**src/hdl/mrc_pkg.sv**
```systemverilog
// ----------------------------------------------------------------------------
// mrc_pkg
// Shared types, constants and the CRC-16 byte update for the Modbus RTU
// response checker.
// ----------------------------------------------------------------------------
package mrc_pkg;

   localparam int MAX_FRAME_LEN = 256;
   localparam int COUNT_WIDTH   = $clog2(MAX_FRAME_LEN + 1);

   localparam logic [COUNT_WIDTH-1:0] COUNT_MAX = COUNT_WIDTH'(MAX_FRAME_LEN);
   localparam logic [COUNT_WIDTH-1:0] IDX_CRC_START = COUNT_WIDTH'(2);
   localparam logic [COUNT_WIDTH-1:0] IDX_READ_HIGH = COUNT_WIDTH'(3);
   localparam logic [COUNT_WIDTH-1:0] IDX_READ_LOW  = COUNT_WIDTH'(4);
   localparam logic [COUNT_WIDTH-1:0] IDX_MIN_LAST  = COUNT_WIDTH'(4);

   localparam logic [15:0] CRC_INIT = 16'hFFFF;
   localparam logic [15:0] CRC_POLY = 16'hA001;

   localparam logic [1:0] STATUS_OK        = 2'd0;
   localparam logic [1:0] STATUS_CRC_ERROR = 2'd1;
   localparam logic [1:0] STATUS_TOO_SHORT = 2'd2;

   typedef struct packed {
      logic [7:0] data_byte;
      logic       last_byte;
   } req_item_type;

   typedef struct packed {
      logic [1:0]  status;
      logic [15:0] level_value;
   } rsp_item_type;

   function automatic logic [15:0] crc_feed(input logic [15:0] crc, input logic [7:0] b);
      logic [15:0] c;
      c = crc ^ {8'h00, b};
      for (int k = 0; k < 8; k++) begin
         if (c[0]) begin
            c = (c >> 1) ^ CRC_POLY;
         end else begin
            c = c >> 1;
         end
      end
      return c;
   endfunction

endpackage

```
**src/hdl/mrc_frame_tracker.sv**
```systemverilog
// ----------------------------------------------------------------------------
// mrc_frame_tracker
// Per-frame state: running CRC, byte count, two-byte delay line and the
// captured reading. Forms the result for the final byte of a frame.
// ----------------------------------------------------------------------------
module mrc_frame_tracker
   import mrc_pkg::*;
(
   input  logic         clock,
   input  logic         reset,
   input  logic         advance,
   input  req_item_type item,
   output rsp_item_type result
);

   logic [15:0]            crc_ff, crc_in;
   logic [COUNT_WIDTH-1:0] count_ff, count_in;
   logic [15:0]            delayed_ff, delayed_in;
   logic [15:0]            reading_ff, reading_in;

   logic [15:0] crc_cur;
   logic [15:0] reading_cur;
   logic [15:0] received;

   always_comb begin
      crc_cur = (count_ff >= IDX_CRC_START) ? crc_feed(crc_ff, delayed_ff[15:8]) : crc_ff;

      reading_cur = reading_ff;
      if (count_ff == IDX_READ_HIGH) begin
         reading_cur = {item.data_byte, reading_ff[7:0]};
      end else if (count_ff == IDX_READ_LOW) begin
         reading_cur = {reading_ff[15:8], item.data_byte};
      end

      received = {item.data_byte, delayed_ff[7:0]};

      if (count_ff < IDX_MIN_LAST) begin
         result.status      = STATUS_TOO_SHORT;
         result.level_value = 16'h0000;
      end else if (received != crc_cur) begin
         result.status      = STATUS_CRC_ERROR;
         result.level_value = 16'h0000;
      end else begin
         result.status      = STATUS_OK;
         result.level_value = reading_cur;
      end

      if (item.last_byte) begin
         crc_in     = CRC_INIT;
         count_in   = '0;
         delayed_in = 16'h0000;
         reading_in = 16'h0000;
      end else begin
         crc_in     = crc_cur;
         count_in   = (count_ff < COUNT_MAX) ? count_ff + 1'b1 : count_ff;
         delayed_in = {delayed_ff[7:0], item.data_byte};
         reading_in = reading_cur;
      end
   end

   always_ff @(posedge clock) begin
      if (reset) begin
         crc_ff     <= CRC_INIT;
         count_ff   <= '0;
         delayed_ff <= 16'h0000;
         reading_ff <= 16'h0000;
      end else if (advance) begin
         crc_ff     <= crc_in;
         count_ff   <= count_in;
         delayed_ff <= delayed_in;
         reading_ff <= reading_in;
      end
   end

endmodule

```
**src/hdl/modbus_response_crc_checker_core.sv**
```systemverilog
// ----------------------------------------------------------------------------
// modbus_response_crc_checker_core
// Checks Modbus RTU response frames byte by byte and reports CRC status and
// the 16-bit reading held in bytes 3 and 4.
//
// Usage:
//   req_ channel: one frame byte per item, last_byte set on the final byte.
//   rsp_ channel: one item per frame, issued for the final byte only:
//     status 0 ok (level_value = bytes 3 and 4, byte 3 high),
//     status 1 CRC mismatch, status 2 frame shorter than five bytes;
//     level_value is zero on any error.
//   Throughput: one byte per cycle while no result waits on rsp_ready; the CRC
//   takes a whole byte at once from the input register.
//   Output: a final byte's result is held in the result register (rsp_valid).
//   Stall: a result waiting on rsp_ready holds only a final byte in the
//   input register; other bytes keep flowing, and the input register plus
//   result register let the next byte be taken while a result waits.
//   Reset: frame state returns to CRC 0xFFFF, count zero; both registers
//   are emptied. State also returns to reset after every final byte.
// ----------------------------------------------------------------------------
module modbus_response_crc_checker_core
   import mrc_pkg::*;
(
   input  logic         clock,
   input  logic         reset,
   input  logic         req_valid,
   output logic         req_ready,
   input  req_item_type req_item,
   output logic         rsp_valid,
   input  logic         rsp_ready,
   output rsp_item_type rsp_item
);

   logic         in_valid_ff, in_valid_in;
   req_item_type in_item_ff;
   logic         out_valid_ff, out_valid_in;
   rsp_item_type out_item_ff;

   logic         out_free;
   logic         advance;
   rsp_item_type result;

   assign out_free     = !out_valid_ff || rsp_ready;
   assign advance      = in_valid_ff && (!in_item_ff.last_byte || out_free);
   assign req_ready    = !in_valid_ff || advance;
   assign in_valid_in  = req_valid || (in_valid_ff && !advance);
   assign out_valid_in = (advance && in_item_ff.last_byte) || (out_valid_ff && !rsp_ready);

   mrc_frame_tracker u_tracker (
      .clock   (clock),
      .reset   (reset),
      .advance (advance),
      .item    (in_item_ff),
      .result  (result)
   );

   always_ff @(posedge clock) begin
      if (reset) begin
         in_valid_ff  <= 1'b0;
         out_valid_ff <= 1'b0;
      end else begin
         in_valid_ff  <= in_valid_in;
         out_valid_ff <= out_valid_in;
      end
   end

   always_ff @(posedge clock) begin
      if (req_valid && req_ready) begin
         in_item_ff <= req_item;
      end
      if (advance && in_item_ff.last_byte) begin
         out_item_ff <= result;
      end
   end

   assign rsp_valid = out_valid_ff;
   assign rsp_item  = out_item_ff;

endmodule

```
**config.mk**
```make
export PLATFORM = sky130hd
export DESIGN_NAME = modbus_response_crc_checker_core
export DESIGN_NICKNAME = d
export VERILOG_FILES = /design/src/hdl/mrc_pkg.sv /design/src/hdl/mrc_frame_tracker.sv /design/src/hdl/modbus_response_crc_checker_core.sv
export SDC_FILE = /design/constraint.sdc
export NUM_CORES = 1
export LEC_CHECK = 0
export ABC_AREA = 1
export BUFFER_PORTS_ARGS = -buffer_cell sky130_fd_sc_hd__clkbuf_2
export CAP_MARGIN = 20
export CORE_MARGIN = 1.5
export CORE_UTILIZATION = 48
export CTS_CLUSTER_SIZE = 8
export DETAILED_ROUTE_END_ITERATION = 10
export PLACE_DENSITY = 0.71
export SLEW_MARGIN = 20
export SYNTH_ARGS = -nofsm -noshare
export SYNTH_HDL_FRONTEND = slang
export SYNTH_SLANG_ARGS = --single-unit
```
**constraint.sdc**
```tcl
create_clock -name clock -period 2.7 [get_ports clock]
set_clock_uncertainty 0.2 [all_clocks]
set_input_delay 0.135 -clock clock [delete_from_list [all_inputs] [get_ports clock]]
set_output_delay 0.135 -clock clock [all_outputs]
set_load 0.05 [all_outputs]
```
==> flow_metrics.py <==
metrics = {
    "placed_design": {
        "numPortBuffers": 32,
        "dp_slack_ns": 0.0422,
        "placedCellCount": 729,
        "post_dp_cell_area_um2": 4670,
        "hpwl_um": 6980,
        "place_congestion": 0.886,
    },
    "setup_path": {
        "path_buf_inv": 3,
        "worst_setup_path_end_kind": "register",
        "cp-start-kind": "register",
        "critPathMaxFanout": 8,
        "crit_family": "simple AND/OR/NAND/NOR gates",
        "cp.arrival_ns": 2.71,
        "crit_slowest_cell": "dfxtp_2",
        "ff2ff_path_depth": 17,
        "slowest_delay_ns": 0.34,
        "path_class": "reg -> reg",
        "crit_chain": "inv_2 -> ha_4 -> nor2_4 -> clkbuf_16 -> nand3_4 -> nand3b_1 -> nand2_1 -> nor2_1 -> nand2_1 -> nor2_2 -> nand2_1 -> nor2_2 -> nand3_2 -> nor2_4 -> buf_12 -> nand2_8 -> nor2_4",
        "crit_required_ns": 2.72,
        "crit_cells": 17,
    },
    "run_status": {
        "status": "finished, final reports clean",
    },
    "floorplanning": {
        "ios": 33,
        "core.rowCount": 34,
        "die_w_um": 99.0,
        "start_util_pct": 50.2,
        "dieHeight_um": 99.0,
        "core_area_um2": 8810,
        "die_area_um2": 9790,
    },
    "timing": {
        "final-hold-violation-count": 0,
        "whs_ns": 0.291,
        "finalCriticalPeriod_ns": 2.69,
        "grt_setup_unrepaired": "true",
        "fmax_mhz": 372,
        "period_share_pct": 99.6,
        "setup_ws_ns": 0.0117,
        "tns_ns": 0,
        "worst_pin_slew_ns": 0.551,
        "maxSlewViolCount": 0,
        "setup_viol": 0,
        "slew_headroom_pct": 62.9,
    },
    "clock_tree": {
        "cts_buffers": 9,
        "cts-htree-levels": 3,
        "clockBufferDepth": 2,
        "clock_latency_ns": 0.36,
        "root_buffer": "clkbuf_8",
        "cts_tree": "yes",
        "clk_pin_slew_worst_paths_ns": 0.10,
        "clkSinkCount": 86,
    },
    "drt": {
        "drt_iter0_drc": 229,
        "wl_met3_um": 516,
        "met2WireLength_um": 5460,
        "antenna_left": 0,
        "routed.top_layer": "met4",
        "routed_wl_um": 11200,
        "vias": 4116,
        "drc": 0,
        "dr.pass1.iters": 5,
        "wl_per_cell_um": 14.4,
        "met1_length_um": 4920,
        "viasPerCell": 5.32,
    },
    "grt": {
        "overflow": 0,
        "grt_pass1_wl_um": 17600,
        "grt_usage_pct": 22.5,
        "grt_max_degree": 38,
        "grt_pass1_vias": 3860,
        "antenna_found_initial": 0,
    },
    "layout": {
        "area_growth_pct": 22.1,
        "instances_no_fill": 774,
        "drive_gt1_share_pct": 20.6,
        "post-route-cell-area_um2": 5400,
        "nets": 676,
        "num_antenna_cells": 0,
    },
    "power_and_ir_drop": {
        "power_per_cell_area_nw_per_um2": 478,
        "switching_share_pct": 29.2,
        "switchingPower_mw": 0.754,
        "clockPowerShare_pct": 33.7,
        "max-vdd-ir-drop_mv": 0.298,
        "leakage_nw": 2.41,
        "p_int_mw": 1.82,
        "seqPwrFrac_pct": 54.2,
        "combPwrFrac_pct": 12.1,
    },
    "synthesis": {
        "netlist_instances": 601,
        "yosys_warnings": 0,
        "async_reset_ff_share_pct": 0,
        "synth_area_um2": 4420,
        "synth.area.top_cells": "dfxtp_1 (27%), edfxtp_1 (18%), nand2_1 (17%)",
        "syn-num-nets": 616,
        "synth_edf_count": 27,
        "synth_flop_cell": "dfxtp_1",
        "syn_avg_cell_area_um2": 7.36,
        "yosysMostFrequentCell": "nand2_1",
        "seq_area_frac_synth_pct": 45.1,
        "ys_types": 33,
        "synthTopCellsByCount": "nand2_1 (200), inv_1 (80), dfxtp_1 (59), nor2_1 (44), nand3_1 (34)",
        "synth_top_cell_area_share_pct": 26.7,
        "yosysTopAreaCell": "dfxtp_1",
        "yosys_register_bits": 86,
    },
    "flow_run": {
        "timing.max_cap.violations": 0,
    },
    "hold_path": {
        "hold_class": "in -> reg",
        "hold_depth": 2,
    },
}
cells by family (layout without fill, tap and decap cells):
family                     count (synthesis)  count (layout)  synth area share (%)
and+or+nand+nor                          324             327                  33.4
buffers and inverters                    102             164                  9.57
DFF                                       86              86                  45.1
AOI/OAI and AO/OA                         83              83                  10.6
xor gates and xnor gates                   4               4                 0.793
adders and majority gates                  2               2                 0.566
final timing paths:
kind | startpoint | to | slack [ns]
setup reg to reg | u_tracker.count_ff[0] | rsp_item[12] | 0.01
hold / removal | req_item[4] | in_item_ff[4] | 0.29
hold reg to reg | u_tracker.delayed_ff[7] | u_tracker.delayed_ff[15] | 0.29
setup / recovery | u_tracker.count_ff[0] | rsp_item[12] | 0.01
state kept, by name, indices dropped and copies added (netlist names):
register / cells
u_tracker.reading_ff: 16
in_valid_ff: 1
u_tracker.crc_ff: 16
rsp_valid: 1
u_tracker.count_ff: 9
in_item_ff: 9
u_tracker.delayed_ff: 16
rsp_item: 18
power groups by stage:
stage / clock network, mW / logic, mW / registers, mW
CTS: 0.892 / 0.283 / 1.40
detailed placement: 0 / 0.267 / 1.43
floorplan: 0 / 0.178 / 1.44
global route: 0.944 / 0.344 / 1.40
finish: 0.869 / 0.312 / 1.40
global placement: 0 / 0.262 / 1.43
metal layers:
| layer | global-route usage (%) | up-vias |
|---|---|---|
| met3 | 4.11 | 31 |
| met1 | 28.2 | 1916 |
| li1 | - | 2040 |
| met5 | 0 | - |
| met2 | 38.4 | 129 |
| met4 | 9.34 | 0 |
repair_timing:
item,CTS,global route
endpoints found under the hold margin,11,0
hold buffers,13,0
resized for setup,0,52
buffers inserted,0,11
setup endpoints to repair,0,16
stage by stage:
step	total power [mW]	util, %
finish	2.58	61.3
global route	2.69	61.3
CTS	2.57	56.6
detailed placement	1.69	53.0
global placement	1.69	53.0
floorplan	1.62	-
worst reg2reg max path: cells and delay by family (launching register included):
kind | cells | cell delay, ns
buffers and inverters | 3 | 0.42
AND/OR/NAND/NOR | 13 | 1.46
adder cells (fa/ha/maj) | 1 | 0.15
flip-flops | 1 | 0.34
area by class of cell:
class	count	area (um2)
well taps	108	135
multi-input cells	416	2220
repair buffers	68	547
flip-flops and latches	86	2000
clock buffers	9	124
clock inverters	7	66.3
fillers	749	3410
inverters	80	300
placed cells by master (no fill, tap or decap), types with 9 or more instances in the layout:
| master | instances |
|---|---|
| a21oi_1 | 27 |
| buf_4 | 16 |
| clkbuf_2 | 32 |
| clkbuf_8 | 9 |
| dfxtp_1 | 54 |
| dlygate4sd3_1 | 13 |
| edfxtp_1 | 27 |
| inv_1 | 76 |
| nand2_1 | 197 |
| nand2_2 | 12 |
| nand3_1 | 21 |
| nor2_1 | 38 |
| nor2_2 | 9 |
| nor2_4 | 13 |
| o211ai_1 | 10 |
| o21ai_0 | 25 |
| o22ai_1 | 16 |
No activity file was read; power rests on OpenSTA's default activity.
